`config.mk`:
```
export PLATFORM = sky130hd
export DESIGN_NAME = multi_waveform_generator_unit
export DESIGN_NICKNAME = d
export VERILOG_FILES = /design/src/rtl/mwg_pkg.sv /design/src/rtl/multi_waveform_generator_unit.sv /design/src/rtl/mwg_cordic.sv
export SDC_FILE = /design/constraint.sdc
export NUM_CORES = 1
export LEC_CHECK = 0
export BUFFER_PORTS_ARGS = -buffer_cell sky130_fd_sc_hd__buf_2
export CAP_MARGIN = 25
export CORE_ASPECT_RATIO = 0.9
export CORE_MARGIN = 1
export CORE_UTILIZATION = 45
export CTS_CLUSTER_DIAMETER = 30
export CTS_CLUSTER_SIZE = 12
export DETAILED_ROUTE_END_ITERATION = 8
export RECOVER_POWER = 25
export SLEW_MARGIN = 0
export SYNTH_ARGS = -nofsm -noshare
export SYNTH_HDL_FRONTEND = slang
export SYNTH_HIERARCHICAL = 1
export SYNTH_SLANG_ARGS = --single-unit
```
`constraint.sdc`:
```
create_clock -name clk_i -period 6.1 [get_ports clk_i]
set_input_delay 0.915 -clock clk_i [delete_from_list [all_inputs] [get_ports clk_i]]
set_output_delay 0.915 -clock clk_i [all_outputs]
set_load 0.02 [all_outputs]
```
`src/rtl/mwg_pkg.sv`:
```
// Shared types, constants and helper functions of the multi-waveform generator.
// Used by mwg_cordic and multi_waveform_generator_unit; depends on nothing else.
`timescale 1ns / 1ps
package mwg_pkg;

  // Default values for the top-level parameters.
  localparam int MaxChannelsDef  = 8;
  localparam int MaxTableLog2Def = 16;
  localparam int CordicItersDef  = 16;

  // Field and register widths.
  localparam int ModeW    = 3;
  localparam int LgW      = 5;
  localparam int ChCfgW   = 4;
  localparam int DutyW    = 17;
  localparam int SampleW  = 16;
  localparam int ChanW    = 3;
  localparam int CfgIdxW  = 2;
  localparam int CfgDataW = 17;
  localparam int TriW     = 18;
  localparam int CordW    = 18;
  localparam int PhaseW   = 16;

  // Register indexes of the configuration port.
  localparam logic [CfgIdxW-1:0] RegWaveMode  = 2'd0;
  localparam logic [CfgIdxW-1:0] RegTableLog2 = 2'd1;
  localparam logic [CfgIdxW-1:0] RegChannels  = 2'd2;
  localparam logic [CfgIdxW-1:0] RegDutyCount = 2'd3;

  // Register values after reset.
  localparam logic [ModeW-1:0]  WaveModeRst  = 3'd0;
  localparam logic [LgW-1:0]    TableLog2Rst = 5'd10;
  localparam logic [ChCfgW-1:0] ChannelsRst  = 4'd2;
  localparam logic [DutyW-1:0]  DutyCountRst = 17'd512;

  // Arithmetic constants.
  localparam int MinTableLog2   = 2;
  localparam int CordicGainInit = 19898;
  localparam int TriMax         = 131071;
  localparam int TriMin         = -131072;
  localparam int SampleMax      = 32767;
  localparam int SampleMin      = -32768;
  localparam int AtanLen        = 24;

  typedef enum logic [ModeW-1:0] {
    MODE_SINE        = 3'd0,
    MODE_SAW_UP      = 3'd1,
    MODE_SAW_DOWN    = 3'd2,
    MODE_TRIANGLE    = 3'd3,
    MODE_SQUARE_HALF = 3'd4,
    MODE_SQUARE_DUTY = 3'd5
  } wave_mode_e;

  // Request to and response from the shared rotator.
  typedef struct packed {
    logic              start;
    logic [PhaseW-1:0] phase;
  } cordic_req_t;

  typedef struct packed {
    logic                      done;
    logic signed [SampleW-1:0] sample;
  } cordic_rsp_t;

  // Arctangent of 2^-k in units of 1/262144 turn, rounded to nearest.
  function automatic logic signed [CordW-1:0] atan_turn(input logic [4:0] k);
    logic signed [CordW-1:0] a;
    case (k)
      5'd0:    a = 18'sd32768;
      5'd1:    a = 18'sd19344;
      5'd2:    a = 18'sd10221;
      5'd3:    a = 18'sd5188;
      5'd4:    a = 18'sd2604;
      5'd5:    a = 18'sd1303;
      5'd6:    a = 18'sd652;
      5'd7:    a = 18'sd326;
      5'd8:    a = 18'sd163;
      5'd9:    a = 18'sd81;
      5'd10:   a = 18'sd41;
      5'd11:   a = 18'sd20;
      5'd12:   a = 18'sd10;
      5'd13:   a = 18'sd5;
      5'd14:   a = 18'sd3;
      5'd15:   a = 18'sd1;
      5'd16:   a = 18'sd1;
      default: a = 18'sd0;
    endcase
    return a;
  endfunction

  // Clamp to the Q1.15 sample range.
  function automatic logic signed [SampleW-1:0] sat16(input logic signed [31:0] v);
    logic signed [SampleW-1:0] r;
    if (v > 32'(SampleMax)) begin
      r = 16'(SampleMax);
    end else if (v < 32'(SampleMin)) begin
      r = 16'(SampleMin);
    end else begin
      r = v[SampleW-1:0];
    end
    return r;
  endfunction

endpackage

```
`src/rtl/multi_waveform_generator_unit.sv`:
```
// Multi-waveform oscillator top level: configuration registers, frame sequencer, output stage.
// Depends on mwg_pkg and mwg_cordic.
//
//   Channel | Direction | Handshake            | Payload
//   --------+-----------+----------------------+-------------------------------------
//   cfg     | in        | cfg_we_i             | cfg_idx_i, cfg_wdata_i
//   in      | in        | in_valid_i/in_ready_o| restart_i
//   out     | out       | out_valid_o/out_ready_i | sample_o, channel_o, last_o
//
// A frame goes through S_PREP and S_CALC, in sine mode also S_WAIT until the rotator is done,
// then S_EMIT for each channel; the iterative rotator takes one step a cycle.
// One transaction is in work at a time; in_ready_o is high only while the sequencer is idle.
// A stalled output holds its result; each output transaction moves one channel of the frame.
// Reset is asynchronous and active low; it restores register defaults and clears position
// and the triangle level.
`timescale 1ns / 1ps
module multi_waveform_generator_unit #(
  parameter int MAX_CHANNELS   = mwg_pkg::MaxChannelsDef,
  parameter int MAX_TABLE_LOG2 = mwg_pkg::MaxTableLog2Def,
  parameter int CORDIC_ITERS   = mwg_pkg::CordicItersDef
) (
  input  logic                                clk_i,
  input  logic                                rst_ni,
  input  logic                                cfg_we_i,
  input  logic [mwg_pkg::CfgIdxW-1:0]         cfg_idx_i,
  input  logic [mwg_pkg::CfgDataW-1:0]        cfg_wdata_i,
  input  logic                                in_valid_i,
  output logic                                in_ready_o,
  input  logic                                restart_i,
  output logic                                out_valid_o,
  input  logic                                out_ready_i,
  output logic signed [mwg_pkg::SampleW-1:0]  sample_o,
  output logic [mwg_pkg::ChanW-1:0]           channel_o,
  output logic                                last_o
);
  import mwg_pkg::*;

  localparam int PosW      = MAX_TABLE_LOG2;
  localparam int CntW      = $clog2(MAX_CHANNELS + 1);
  localparam int StepW     = CntW + 15;
  localparam int LvlW      = ((StepW + 1) > TriW ? (StepW + 1) : TriW) + 1;
  localparam int DutyCmpW  = PosW > DutyW ? PosW : DutyW;

  typedef enum logic [4:0] {
    S_IDLE = 5'b00001,
    S_PREP = 5'b00010,
    S_CALC = 5'b00100,
    S_WAIT = 5'b01000,
    S_EMIT = 5'b10000
  } state_e;

  state_e state_q, state_d;

  logic [ModeW-1:0]  wave_mode_q;
  logic [LgW-1:0]    table_log2_q;
  logic [ChCfgW-1:0] channels_q;
  logic [DutyW-1:0]  duty_q;

  logic [PosW-1:0]          position_q, position_d;
  logic signed [TriW-1:0]   tri_level_q, tri_level_d;
  logic [PosW-1:0]          i_q, i_d;
  logic [LgW-1:0]           lg_q, lg_d;
  logic [CntW-1:0]          ch_q, ch_d;
  logic [CntW-1:0]          chan_q, chan_d;
  logic [PhaseW-1:0]        scaled_q;
  logic [StepW-1:0]         step_q;
  logic                     tri_up_q, duty_hit_q;
  logic signed [SampleW-1:0] sample_q, sample_d;

  logic [LgW-1:0]           lg_eff;
  logic [CntW-1:0]          ch_eff;
  logic [4:0]               ch_wide;
  logic                     in_xfer, out_xfer, is_last;
  logic [PosW:0]            quarter, three_q, pos_sum;
  logic                     wrap;
  logic signed [LvlW-1:0]   tri_ext, step_ext, lvl, lvl_sat;
  logic signed [TriW-1:0]   tri_new;
  logic signed [PhaseW:0]   saw_up, saw_down;

  cordic_req_t cordic_req;
  cordic_rsp_t cordic_rsp;

  // Configuration registers.
  always_ff @(posedge clk_i or negedge rst_ni) begin
    if (!rst_ni) begin
      wave_mode_q  <= WaveModeRst;
      table_log2_q <= TableLog2Rst;
      channels_q   <= ChannelsRst;
      duty_q       <= DutyCountRst;
    end else if (cfg_we_i) begin
      case (cfg_idx_i)
        RegWaveMode:  wave_mode_q  <= cfg_wdata_i[ModeW-1:0];
        RegTableLog2: table_log2_q <= cfg_wdata_i[LgW-1:0];
        RegChannels:  channels_q   <= cfg_wdata_i[ChCfgW-1:0];
        RegDutyCount: duty_q       <= cfg_wdata_i[DutyW-1:0];
        default: ;
      endcase
    end
  end

  // Clamp table size and channel count to what the hardware supports.
  always_comb begin
    if (table_log2_q < LgW'(MinTableLog2)) begin
      lg_eff = LgW'(MinTableLog2);
    end else if (table_log2_q > LgW'(MAX_TABLE_LOG2)) begin
      lg_eff = LgW'(MAX_TABLE_LOG2);
    end else begin
      lg_eff = table_log2_q;
    end
    ch_wide = {1'b0, channels_q};
    if (ch_wide == 5'd0) begin
      ch_wide = 5'd1;
    end else if (ch_wide > 5'(MAX_CHANNELS)) begin
      ch_wide = 5'(MAX_CHANNELS);
    end
    ch_eff = CntW'(ch_wide);
  end

  assign in_ready_o  = (state_q == S_IDLE);
  assign out_valid_o = (state_q == S_EMIT);
  assign in_xfer     = in_valid_i && in_ready_o;
  assign out_xfer    = out_valid_o && out_ready_i;
  assign is_last     = (CntW'(chan_q + CntW'(1)) == ch_q);

  assign quarter = (PosW+1)'(1) << (lg_q - LgW'(MinTableLog2));
  assign three_q = quarter + (quarter << 1);

  // Next position; reaching the table size wraps it and the triangle level.
  assign pos_sum = (PosW+1)'(i_q) + (PosW+1)'(ch_q);
  assign wrap    = ((pos_sum >> lg_q) != '0);

  // Triangle level stepped toward the current quarter's direction.
  always_comb begin
    tri_ext  = LvlW'(tri_level_q);
    step_ext = LvlW'($signed({1'b0, step_q}));
    lvl      = tri_up_q ? (tri_ext + step_ext) : (tri_ext - step_ext);
    if (lvl > LvlW'(TriMax)) begin
      lvl_sat = LvlW'(TriMax);
    end else if (lvl < LvlW'(TriMin)) begin
      lvl_sat = LvlW'(TriMin);
    end else begin
      lvl_sat = lvl;
    end
    tri_new = lvl_sat[TriW-1:0];
  end

  assign saw_up   = $signed({1'b0, scaled_q}) - 17'sd32768;
  assign saw_down = 17'sd32768 - $signed({1'b0, scaled_q});

  assign cordic_req.start = (state_q == S_CALC) && (wave_mode_q == MODE_SINE);
  assign cordic_req.phase = scaled_q;

  mwg_cordic #(
    .CORDIC_ITERS(CORDIC_ITERS)
  ) u_cordic (
    .clk_i (clk_i),
    .rst_ni(rst_ni),
    .req_i (cordic_req),
    .rsp_o (cordic_rsp)
  );

  always_comb begin
    state_d     = state_q;
    position_d  = position_q;
    tri_level_d = tri_level_q;
    i_d         = i_q;
    lg_d        = lg_q;
    ch_d        = ch_q;
    chan_d      = chan_q;
    sample_d    = sample_q;
    case (state_q)
      S_IDLE: begin
        if (in_xfer) begin
          lg_d   = lg_eff;
          ch_d   = ch_eff;
          chan_d = '0;
          if (restart_i || ((position_q >> lg_eff) != '0)) begin
            i_d         = '0;
            tri_level_d = '0;
          end else begin
            i_d = position_q;
          end
          state_d = S_PREP;
        end
      end
      S_PREP: begin
        state_d = S_CALC;
      end
      S_CALC: begin
        case (wave_mode_q)
          MODE_SAW_UP:      sample_d = saw_up[SampleW-1:0];
          MODE_SAW_DOWN:    sample_d = sat16(32'(saw_down));
          MODE_TRIANGLE:    sample_d = sat16(32'(tri_new));
          MODE_SQUARE_HALF: sample_d = scaled_q[PhaseW-1] ? 16'(SampleMin) : 16'(SampleMax);
          MODE_SQUARE_DUTY: sample_d = duty_hit_q ? 16'(SampleMax) : 16'(SampleMin);
          default:          sample_d = '0;
        endcase
        if (wave_mode_q == MODE_TRIANGLE) begin
          tri_level_d = tri_new;
        end
        if (wrap) begin
          position_d  = '0;
          tri_level_d = '0;
        end else begin
          position_d = pos_sum[PosW-1:0];
        end
        state_d = (wave_mode_q == MODE_SINE) ? S_WAIT : S_EMIT;
      end
      S_WAIT: begin
        if (cordic_rsp.done) begin
          sample_d = cordic_rsp.sample;
          state_d  = S_EMIT;
        end
      end
      S_EMIT: begin
        if (out_xfer) begin
          if (is_last) begin
            state_d = S_IDLE;
          end else begin
            chan_d = chan_q + CntW'(1);
          end
        end
      end
      default: begin
        state_d = S_IDLE;
      end
    endcase
  end

  always_ff @(posedge clk_i or negedge rst_ni) begin
    if (!rst_ni) begin
      state_q     <= S_IDLE;
      position_q  <= '0;
      tri_level_q <= '0;
      chan_q      <= '0;
      ch_q        <= CntW'(1);
    end else begin
      state_q     <= state_d;
      position_q  <= position_d;
      tri_level_q <= tri_level_d;
      chan_q      <= chan_d;
      ch_q        <= ch_d;
    end
  end

  // Frame working registers; the shifts below are the per-frame phase and step scaling.
  always_ff @(posedge clk_i) begin
    i_q      <= i_d;
    lg_q     <= lg_d;
    sample_q <= sample_d;
    if (state_q == S_PREP) begin
      scaled_q   <= PhaseW'({i_q, 16'b0} >> lg_q);
      step_q     <= StepW'({ch_q, 17'b0} >> lg_q);
      tri_up_q   <= ((PosW+1)'(i_q) < quarter) || ((PosW+1)'(i_q) > three_q);
      duty_hit_q <= (DutyCmpW'(i_q) < DutyCmpW'(duty_q));
    end
  end

  assign sample_o  = sample_q;
  assign channel_o = ChanW'(chan_q);
  assign last_o    = is_last;

  a_one_side_active: assert property (@(posedge clk_i) disable iff (!rst_ni)
    !(in_ready_o && out_valid_o))
    else $error("input and output side active together");

  a_ready_after_last: assert property (@(posedge clk_i) disable iff (!rst_ni)
    (out_xfer && last_o) |=> in_ready_o)
    else $error("sequencer did not return to idle after the last channel");

  a_channel_in_frame: assert property (@(posedge clk_i) disable iff (!rst_ni)
    out_valid_o |-> (chan_q < ch_q))
    else $error("channel index beyond frame");

  a_rotator_only_sine: assert property (@(posedge clk_i) disable iff (!rst_ni)
    cordic_rsp.done |-> (state_q == S_WAIT))
    else $error("rotator result outside a sine frame");

endmodule

```
`src/rtl/mwg_cordic.sv`:
```
// Iterative CORDIC rotator: one rotation step per cycle on one shared add/shift unit.
// Maps a 16-bit phase (1/65536 turn) to a saturated Q1.15 sine; depends on mwg_pkg.
`timescale 1ns / 1ps
module mwg_cordic #(
  parameter int CORDIC_ITERS = mwg_pkg::CordicItersDef
) (
  input  logic                 clk_i,
  input  logic                 rst_ni,
  input  mwg_pkg::cordic_req_t req_i,
  output mwg_pkg::cordic_rsp_t rsp_o
);
  import mwg_pkg::*;

  localparam int KW = $clog2(CORDIC_ITERS);

  logic signed [CordW-1:0] x_q, x_d;
  logic signed [CordW-1:0] y_q, y_d;
  logic signed [CordW-1:0] ang_q, ang_d;
  logic [KW-1:0]           k_q, k_d;
  logic [1:0]              quad_q, quad_d;
  logic                    busy_q, busy_d;
  logic                    done_q, done_d;
  logic signed [CordW-1:0] dx, dy, at;
  logic signed [CordW:0]   result;

  assign dx = y_q >>> k_q;
  assign dy = x_q >>> k_q;
  assign at = atan_turn(5'(k_q));

  always_comb begin
    x_d    = x_q;
    y_d    = y_q;
    ang_d  = ang_q;
    k_d    = k_q;
    quad_d = quad_q;
    busy_d = busy_q;
    done_d = 1'b0;
    if (req_i.start) begin
      x_d    = CordW'(CordicGainInit);
      y_d    = '0;
      ang_d  = CordW'({req_i.phase[PhaseW-3:0], 2'b00});
      k_d    = '0;
      quad_d = req_i.phase[PhaseW-1:PhaseW-2];
      busy_d = 1'b1;
    end else if (busy_q) begin
      if (ang_q >= 0) begin
        x_d   = x_q - dx;
        y_d   = y_q + dy;
        ang_d = ang_q - at;
      end else begin
        x_d   = x_q + dx;
        y_d   = y_q - dy;
        ang_d = ang_q + at;
      end
      k_d = k_q + KW'(1);
      if (k_q == KW'(CORDIC_ITERS - 1)) begin
        busy_d = 1'b0;
        done_d = 1'b1;
      end
    end
  end

  always_ff @(posedge clk_i or negedge rst_ni) begin
    if (!rst_ni) begin
      x_q    <= '0;
      y_q    <= '0;
      ang_q  <= '0;
      k_q    <= '0;
      quad_q <= '0;
      busy_q <= 1'b0;
      done_q <= 1'b0;
    end else begin
      x_q    <= x_d;
      y_q    <= y_d;
      ang_q  <= ang_d;
      k_q    <= k_d;
      quad_q <= quad_d;
      busy_q <= busy_d;
      done_q <= done_d;
    end
  end

  // The first quadrant is rotated; the others follow by symmetry.
  always_comb begin
    case (quad_q)
      2'd0:    result = (CordW+1)'(y_q);
      2'd1:    result = (CordW+1)'(x_q);
      2'd2:    result = -(CordW+1)'(y_q);
      default: result = -(CordW+1)'(x_q);
    endcase
  end

  assign rsp_o.done   = done_q;
  assign rsp_o.sample = sat16(32'(result));

  a_done_after_busy: assert property (@(posedge clk_i) disable iff (!rst_ni)
    done_q |-> $past(busy_q))
    else $error("rotator finished without running");

  a_step_in_range: assert property (@(posedge clk_i) disable iff (!rst_ni)
    busy_q |-> (k_q <= KW'(CORDIC_ITERS - 1)))
    else $error("rotator step count out of range");

endmodule

```
# [Yosys cells after proc, flatten, opt, wreduce, memory -nomap -nowiden]
# Memory sizes are Yosys's and may differ from the RTL's.
# Cells that the tools add are included.
[totals] elab_cells=163 mem_count=1 register_bits=212 rom_bits=256 out_inout_bits=22
[memory_table] memory="(no name shown)" words=16 word_bits=16 rd=1 rd_ports_with_merged_regs=0 write_ports=0 line="mwg_pkg.sv:68" rtl="case (k)"
[classes] n_eq_ne=24 n_shift=7 mux=52 n_reduce_logical=24 n_lt_le_gt_ge=15 n_addsub=17
[op_table] cell="$mux W18" count=15
[op_table] cell="$mux W16" count=10
[op_table] cell="$pmux W16 S5" count=1
[op_table] cell="$pmux W19 S3" count=1
[op_table] cell="$add A18 B18 Y18" count=3
[op_table] cell="$sub A18 B18 Y18" count=3
[op_table] cell="$neg A18 Y19" count=2
[op_table] cell="$pmux W18 S2" count=1
[op_table] cell="$sshr A18 B4 Y18" count=2
[op_table] cell="$mux W5" count=7
[op_table] cell="$lt A16 B17 Y1" count=2
[op_table] cell="$pmux W16 S2" count=1
[op_table] cell="$shr A32 B5 Y16" count=1
[op_table] cell="$mux W4" count=7
[op_table] cell="$pmux W5 S5" count=1
[op_table] cell="$add A18 B20 Y21" count=1
[op_table] cell="$gt A21 B18 Y1 const B" count=1
[op_table] cell="$lt A21 B18 Y1 const B" count=1
[op_table] cell="$mux W21" count=1
[op_table] cell="$shr A21 B5 Y19" count=1
[op_table] cell="$sub A18 B20 Y21" count=1
[op_table] cell="$gt A19 B16 Y1 const B" count=1
[op_table] cell="$lt A19 B16 Y1 const B" count=1
[op_table] cell="$ge A18 B1 Y1 const B" count=1
[op_table] cell="other kinds (44)" count=73

# [Depth between registers and ports, before layout]
# Gate-level depths: netlist of run 1.
[depth] ltp_word=10 mapped_depth=26

# [Hierarchy]
# Netlist of run 1, hierarchy kept.
[by_module_without_submodules] module="multi_waveform_generator_unit" cells_each=1381 area_per_inst_um2=12260.5 n_inst=1 seq_area_each_um2=4131.5
[by_module_without_submodules] module="mwg_cordic" cells_each=1148 area_per_inst_um2=9195.1 n_inst=1 seq_area_each_um2=1551.5

# [Worst setup path after synthesis of run 1]
# Ideal clock, no wire load.
[synth_timing] path_type="flip-flop to flip-flop" startpoint="register u_cordic.k_q[1]" endpoint="register u_cordic.y_q[17]" arrival_ps=4992 setup_ps=136 period_less_slack_ps=5128 path_stages_with_launch=22 n_path_buf=4 required_time_ps=5964 setup_slack_ps=972 path_cell_list="dfrtp_1 buf_2 buf_2 buf_2 buf_1 mux4_2 a221oi_1 ha_1 nand3_1 or3_1 o21ai_0 xnor2_1 ha_1 a21o_1 a21o_1 a31o_2 nor4b_1 o41ai_1 and3_1 o21ai_1 a21o_1 a21oi_1"
[synth_between] elab_chain_len=5 elab_cells_between_ends=6 classes_between="2 x add/sub; 1 x shift; 3 x mux"
[synth_lines] element="start, declared" line="mwg_cordic.sv:19" rtl="logic [KW-1:0] k_q, k_d;"
[synth_lines] element="start signal, assigned" line="mwg_cordic.sv:76" rtl="k_q <= k_d;"
[synth_lines] element="$sshr A18 B4 Y18 *" line="mwg_cordic.sv:27" rtl="assign dy = x_q >>> k_q;"
[synth_lines] element="$sub A18 B18 Y18 / $add A18 B18 Y18 (equally long branches)" line="mwg_cordic.sv:52, mwg_cordic.sv:48"
[synth_lines] element="$mux W18 *" line="mwg_cordic.sv:46" rtl="if (ang_q >= 0) begin"
[synth_lines] element="$mux W18 *" line="mwg_cordic.sv:45" rtl="end else if (busy_q) begin"
[synth_lines] element="$mux W18 *" line="mwg_cordic.sv:38" rtl="if (req_i.start) begin"
[synth_lines] element="end signal, assigned" line="mwg_cordic.sv:74" rtl="y_q <= y_d;"
[synth_lines] element="end, declared" line="mwg_cordic.sv:17" rtl="logic signed [CordW-1:0] y_q, y_d;"
# Every way passes the cells marked *; elsewhere a longest branch is shown, timed or not. The select of a mux whose other input is x is not followed.
# A chain may end at the register's enable or synchronous reset.

# [Worst setup path in the final report of run 1]
[layout_timing] startpoint="register u_cordic.k_q[0]" endpoint="register u_cordic.x_q[17]"
[layout_between] elab_chain_len=5 elab_cells_between_ends=6 classes_between="2 x add/sub; 1 x shift; 3 x mux"
[layout_lines] element="$sshr A18 B4 Y18 *" line="mwg_cordic.sv:26" rtl="assign dx = y_q >>> k_q;"
[layout_lines] element="$add A18 B18 Y18 / $sub A18 B18 Y18 (equally long branches)" line="mwg_cordic.sv:51, mwg_cordic.sv:47"
[layout_lines] element="$mux W18 *" line="mwg_cordic.sv:46"
[layout_lines] element="$mux W18 *" line="mwg_cordic.sv:45"
[layout_lines] element="$mux W18 *" line="mwg_cordic.sv:38"
[layout_lines] element="end signal, assigned" line="mwg_cordic.sv:65" rtl="x_q <= '0;"
[layout_lines] element="end signal, assigned" line="mwg_cordic.sv:73" rtl="x_q <= x_d;"
[layout_lines] element="end, declared" line="mwg_cordic.sv:16" rtl="logic signed [CordW-1:0] x_q, x_d;"
# Marks and branches as above.

==> flow_metrics.tcl, run 1 <==
set metrics [dict create \
    portBuffers 46 \
    final_nets 2719 \
    cts_resized 0 \
    layout-drive-gt1-share_pct 13.37 \
    yosys_most_used_dff "dfrtp_1" \
    cts_tree "done" \
    viasPerCell 6.220 \
    finalWirelength_um 67410 \
    antenna_found_initial 0 \
    status "finished clean" \
    yosysWarnings 6 \
    netlist_area_um2 21460 \
    grt_use_total_pct 28.03 \
    crit_required_ns 6.57 \
    fin_util_pct 51.38 \
    clock_sinks 212 \
    yosys.area.top_type "dfrtp_1" \
    drc_errors 0 \
    synth.avg_cell_area_um2 8.484 \
    ys_async_sr_fraction_pct 65.09 \
    max-cap-violations 0 \
    grt_pass1_vias 19370 \
    routedWlPerCell_um 21.14 \
    drtIter0Drc 1635 \
    r2r-start "u_cordic/k_q[0]$_DFFE_PN0P_" \
    rsz0062_at_grt "no" \
    crit_path_start_kind "flop" \
    fmax_mhz 181.4 \
    hpwl_um 48560 \
    via_count 19830 \
    hold_buffers 0 \
    postCtsSetupBuffers 0 \
    multiInputGateArea_um2 14730 \
    arrival_ns 5.98 \
    setup_violations 0 \
    antenna_cells 0 \
    clk_path_buf_depth 3 \
    path_clk_slew_ns 0.04 \
    end_kind "flop" \
    dieArea_um2 48560 \
    insertion_delay_ns 0.61 \
    path_class "flop to flop" \
    cts-buffers-inserted 54 \
    first_pass_iters 6 \
    slew_viol_final 0 \
    fin_hold_ws_ns 0.4444 \
    hold_violations 0 \
    synth_top_cell_area_share_pct 15.40 \
    start_util_pct 45.82 \
    critPathMaxFanout 22 \
    grt_start_max_net_pins 91 \
    htree_levels 2 \
    seq_area_um2 5690 \
    clock_skew_ns 0.02726 \
    hold_path.class "primary input to async pin" \
    core_area_um2 46830 \
    syn_to_final_growth_pct 12.14 \
    period_share_pct 90.38 \
    grt_pass1_wl_um 108000 \
    io_pins 47 \
    ys_top_cells_by_area "dfrtp_1 (15%), edfxtp_1 (10%), ha_1 (9.3%)" \
    grt-ovfl-total 0 \
    syn_nets 2720 \
    ys_seq_elements 212 \
    crit_start "u_cordic/k_q[0]$_DFFE_PN0P_" \
    nFillCells 4352 \
    synth-edff-count 74 \
    post_synth_num_cell_types 109 \
    die_w_um 232.2 \
    ys_seq_area_share_pct 26.49 \
    syn_inst 2529 \
    tns_ns 0 \
    gp_congestion 0.9650 \
    worstMarginPinSlew_ns 1.005 \
    dieHeight_um 209.2 \
    ctsRootBufferMaster "clkbuf_16" \
    detail-route-antenna-nets 0 \
    slew_headroom_pct 32.84 \
    num_rows 75 \
    fin_crit_ns 5.513 \
]
-- Yosys cell counts, types with 60 or more instances --
library cell	instances
nor3_1	62
edfxtp_1	74
nand2_1	234
dfrtp_1	132
nor2_1	204
mux2i_1	67
xnor2_1	115
o21ai_0	176
a21oi_1	190
nand3_1	60
xor2_1	66
ha_1	160
clkbuf_1	112
inv_1	99
-- routing by layer --
| layer | track usage (%) | wire length [um] |
|---|---|---|
| met5 | 0 | 0 |
| met2 | 45.35 | 31580 |
| met4 | 11.75 | 2523 |
| met1 | 37.39 | 29140 |
| met3 | 3.821 | 4170 |
-- stage by stage --
stage               setup WS (ns)  instances  instance area (um2)
global placement           0.4976       3085                22190
global route               0.1119       3189                24060
detailed placement         0.3270       3087                22210
finish                     0.5871       3189                24060
CTS                        0.3394       3188                24050
floorplan                  0.9716       2529                21460
-- layout make-up --
cell class / instances / share of cell area (%)
clock buffer: 67 / 6.074
clock inverter: 34 / 1.565
inverter: 104 / 1.622
multi-input combinational: 2056 / 61.21
sequential: 212 / 23.65
tap: 616 / 3.203
timing repair buffer: 100 / 2.673
-- state kept, by name, indices dropped and copies added, names as in the netlist, 5 cells and up --
name,count
lg_q,5
table_log2_q,5
u_cordic/y_q,18
i_q,16
tri_level_q,18
sample_o,16
u_cordic/ang_q,18
state_q,5
scaled_q,16
position_q,16
duty_q,17
u_cordic/x_q,18
step_q,19
-- cell families after synthesis --
kind of cell / Yosys count / synth area share [%]
xor gates and xnor gates: 181 / 7.389
DFF: 212 / 26.49
muxes: 160 / 10.40
AOI/OAI and AO/OA: 732 / 22.29
adders and majority gates: 166 / 9.890
buffers and inverters: 261 / 4.980
and+or+nand+nor: 817 / 18.56
-- worst max-delay path, cell delays in order, from the launching register on --
cell and delay [ns]:
dfrtp_4 0.64, mux4_1 0.64, mux2i_1 0.33, o221ai_2 0.19, or4b_4 0.59, nor3b_4 0.28
inv_1 0.09, o21a_1 0.19, xnor2_1 0.12, ha_1 0.34, and2_1 0.19, a221o_1 0.32
a22o_1 0.23, a21o_1 0.18, nand2_1 0.11, a311oi_1 0.10, or3_1 0.36, mux2i_1 0.17
mux2_1 0.34
-- final timing paths --
kind / to / slack [ns] / cells past startpoint
worst max-delay path: u_cordic/x_q[17]$_DFFE_PN0P_ / 0.59 / 18
worst min-delay path: u_cordic/y_q[11]$_DFFE_PN0P_ / 0.44 / 1
worst max register to register: u_cordic/x_q[17]$_DFFE_PN0P_ / 0.59 / 18
worst min register to register: tri_level_q[15]$_DFFE_PN0P_ / 0.50 / 1
max in group asynchronous: state_q[3]$_DFFE_PN0P_ / 4.46 / 2
min in group clk_i: tri_level_q[15]$_DFFE_PN0P_ / 0.50 / 1
-- cells in the final DEF, fill, tap and decap left out, types with 21 or more instances in the layout --
master / count
ha_1: 160
o31ai_1: 21
nand3_1: 60
mux4_2: 43
a21oi_1: 190
nor2b_1: 32
dfrtp_1: 128
inv_1: 99
clkbuf_16: 55
or3_1: 29
buf_4: 53
and3_1: 28
nand2_1: 234
nand2b_1: 29
mux2i_1: 67
and2_1: 31
o21a_1: 26
nor3_1: 62
edfxtp_1: 74
o211ai_1: 25
mux2_2: 45
a21o_1: 47
nor2_1: 204
o21ai_0: 176
a31oi_1: 31
xor2_1: 66
buf_2: 43
xnor2_1: 115
a211oi_1: 25
Power of run 1 is left out: the tool's default activity adds up to more than one toggle a clock period on the data nets, which glitch-free logic cannot reach.
==> run 2, diff against run 1 <==
clock period = 4.95 ns   (was 6.1 ns; I/O delays follow)
==> run 2 against run 1 <==
Effect of this change: the flow now finishes with violations (capacitance limit, slew limit, setup timing); via count up 3.0%; critical endpoint unchanged; clock-buffer cell count down 2; hold slack worse by 0.073 ns; wire length up 4.6%; die area unchanged; sequential cell count unchanged; register-to-register slack worse by 0.60 ns.
==> flow_metrics.tcl, run 2 (same netlist as run 1, synthesis figures left out) <==
set metrics [dict create \
    arrival_ns 5.41 \
    clock_skew_ns 0.04214 \
    crit_required_ns 5.40 \
    slew_viol_final 79 \
    drtIter0Drc 1723 \
    period_share_pct 100.2 \
    cts-buffers-inserted 53 \
    fin_util_pct 54.86 \
    clock_sinks 212 \
    layout-drive-gt1-share_pct 20.80 \
    final_nets 2890 \
    place_inst 3243 \
    multiInputGateArea_um2 14990 \
    clk_path_buf_depth 3 \
    max-cap-violations 1 \
    path_clk_slew_ns 0.05 \
    routedWlPerCell_um 21.00 \
    dieHeight_um 209.2 \
    ctsRootBufferMaster "clkbuf_16" \
    status "finished with violations" \
    via_count 20420 \
    detail-route-antenna-nets 0 \
    largest_reg_flops 19 \
    violations "capacitance limit, slew limit, setup timing" \
    hold_violations 0 \
    grt_pass1_wl_um 110200 \
    finalWirelength_um 70490 \
    layout_commonest_cell "nand2_1" \
    critPathMaxFanout 8 \
    grt_use_total_pct 28.83 \
    rsz0062_at_grt "yes" \
    hold_path.class "primary input to flop" \
    grt_pass1_vias 19710 \
    setup_violations 1 \
    antenna_cells 0 \
    die_w_um 232.2 \
    num_rows 75 \
    core_area_um2 46830 \
    first_pass_iters 5 \
    path_class "flop to flop" \
    viasPerCell 6.083 \
    slew_headroom_pct -169.1 \
    syn_to_final_growth_pct 19.72 \
    fmax_mhz 201.6 \
    seq_area_um2 5688 \
    crit_path_start_kind "flop" \
    io_pins 47 \
    final_cell_mix "nand2_1 (231), buf_4 (212), nor2_1 (200)" \
    gp_congestion 0.9511 \
    start_util_pct 45.82 \
    antenna_found_initial 0 \
    hpwl_um 52170 \
    grt_start_max_net_pins 79 \
    worstMarginPinSlew_ns 4.037 \
    setup_slack_ns -0.009182 \
    insertion_delay_ns 0.61 \
    end_kind "flop" \
    dieArea_um2 48560 \
    fin_crit_ns 4.959 \
    cts_tree "done" \
    nFillCells 4314 \
    htree_levels 2 \
    drc_errors 0 \
    grt-ovfl-total 0 \
    fin_cells 3357 \
    regMostFlops "step_q" \
    portBuffers 46 \
]
run 2: cell types whose count changed in the layout (fill, tap and decap cells not counted), sizes merged:
cell,change
buf,+168
inv,-3
clkinv,+2
bufinv,-1
clkbuf,+1
clkdlybuf4s15,+1
run 2: final timing paths:
check | start | to | slack (ns) | cells past startpoint
worst min-delay path | cfg_wdata_i[6] | duty_q[6]$_DFFE_PN0P_ | 0.37 | 2
worst max-delay path | u_cordic/k_q[0]$_DFFE_PN0P_ | u_cordic/x_q[17]$_DFFE_PN0P_ | -0.009 | 19
max in group asynchronous | rst_ni | u_cordic/x_q[0]$_DFFE_PN0P_ | 0.64 | 2
worst max register to register | u_cordic/k_q[0]$_DFFE_PN0P_ | u_cordic/x_q[17]$_DFFE_PN0P_ | -0.009 | 19
worst min register to register | tri_level_q[2]$_DFFE_PN0P_ | tri_level_q[2]$_DFFE_PN0P_ | 0.49 | 1
min in group asynchronous | rst_ni | u_cordic/ang_q[1]$_DFFE_PN0P_ | 1.67 | 1
run 2: metal layers:
metal / global-route usage [%] / routed length [um]
met3: 3.753 / 4289
met1: 39.64 / 31470
met4: 10.03 / 2008
met2: 46.30 / 32720
met5: 0 / 0
run 2: critical path, cell delays in order (launching register included):
cell and delay (ns):
dfrtp_2 0.43, buf_12 0.15, mux2_4 0.30, mux4_2 0.51, mux2i_4 0.17, or4b_4 0.50
nor3b_4 0.21, inv_2 0.06, o21a_1 0.19, xnor2_1 0.16, ha_1 0.27, and2_4 0.16
a221o_1 0.30, a22o_1 0.20, a21o_1 0.19, nand2_2 0.08, a311oi_2 0.09, or3_1 0.32
mux2i_1 0.17, mux2_1 0.33
run 2: what timing repair did:
action / in CTS / in global routing
cloned: 0 / 1
pin swaps: 7 / 20
resized for setup: 17 / 61
hold buffers: 0 / 0
setup endpoints to repair: 4 / 44
buffers inserted: 7 / 8
run 2: layout make-up:
class / instances / area share [%]
repair buffers: 272 / 7.954
well taps: 616 / 3.000
clock inverters: 32 / 1.383
flip-flops and latches: 212 / 22.14
clock buffers: 65 / 5.650
inverters: 104 / 1.520
multi-input cells: 2056 / 58.35
run 2: metrics by stage:
| step | hold WS, ns | setup TNS (ns) | area [um2] | setup slack (ns) |
|---|---|---|---|---|
| CTS | 0.2216 | -0.03832 | 25360 | -0.03832 |
| floorplan | 0.4386 | 0 | 21460 | 0.008283 |
| global route | 0.3565 | -1.524 | 25690 | -0.1763 |
| detailed placement | 0.4831 | -0.6152 | 23440 | -0.1864 |
| global placement | 0.4812 | -0.3246 | 23430 | -0.1060 |
| finish | 0.3710 | -0.009182 | 25690 | -0.009182 |
Power of run 2 is left out for the same reason.
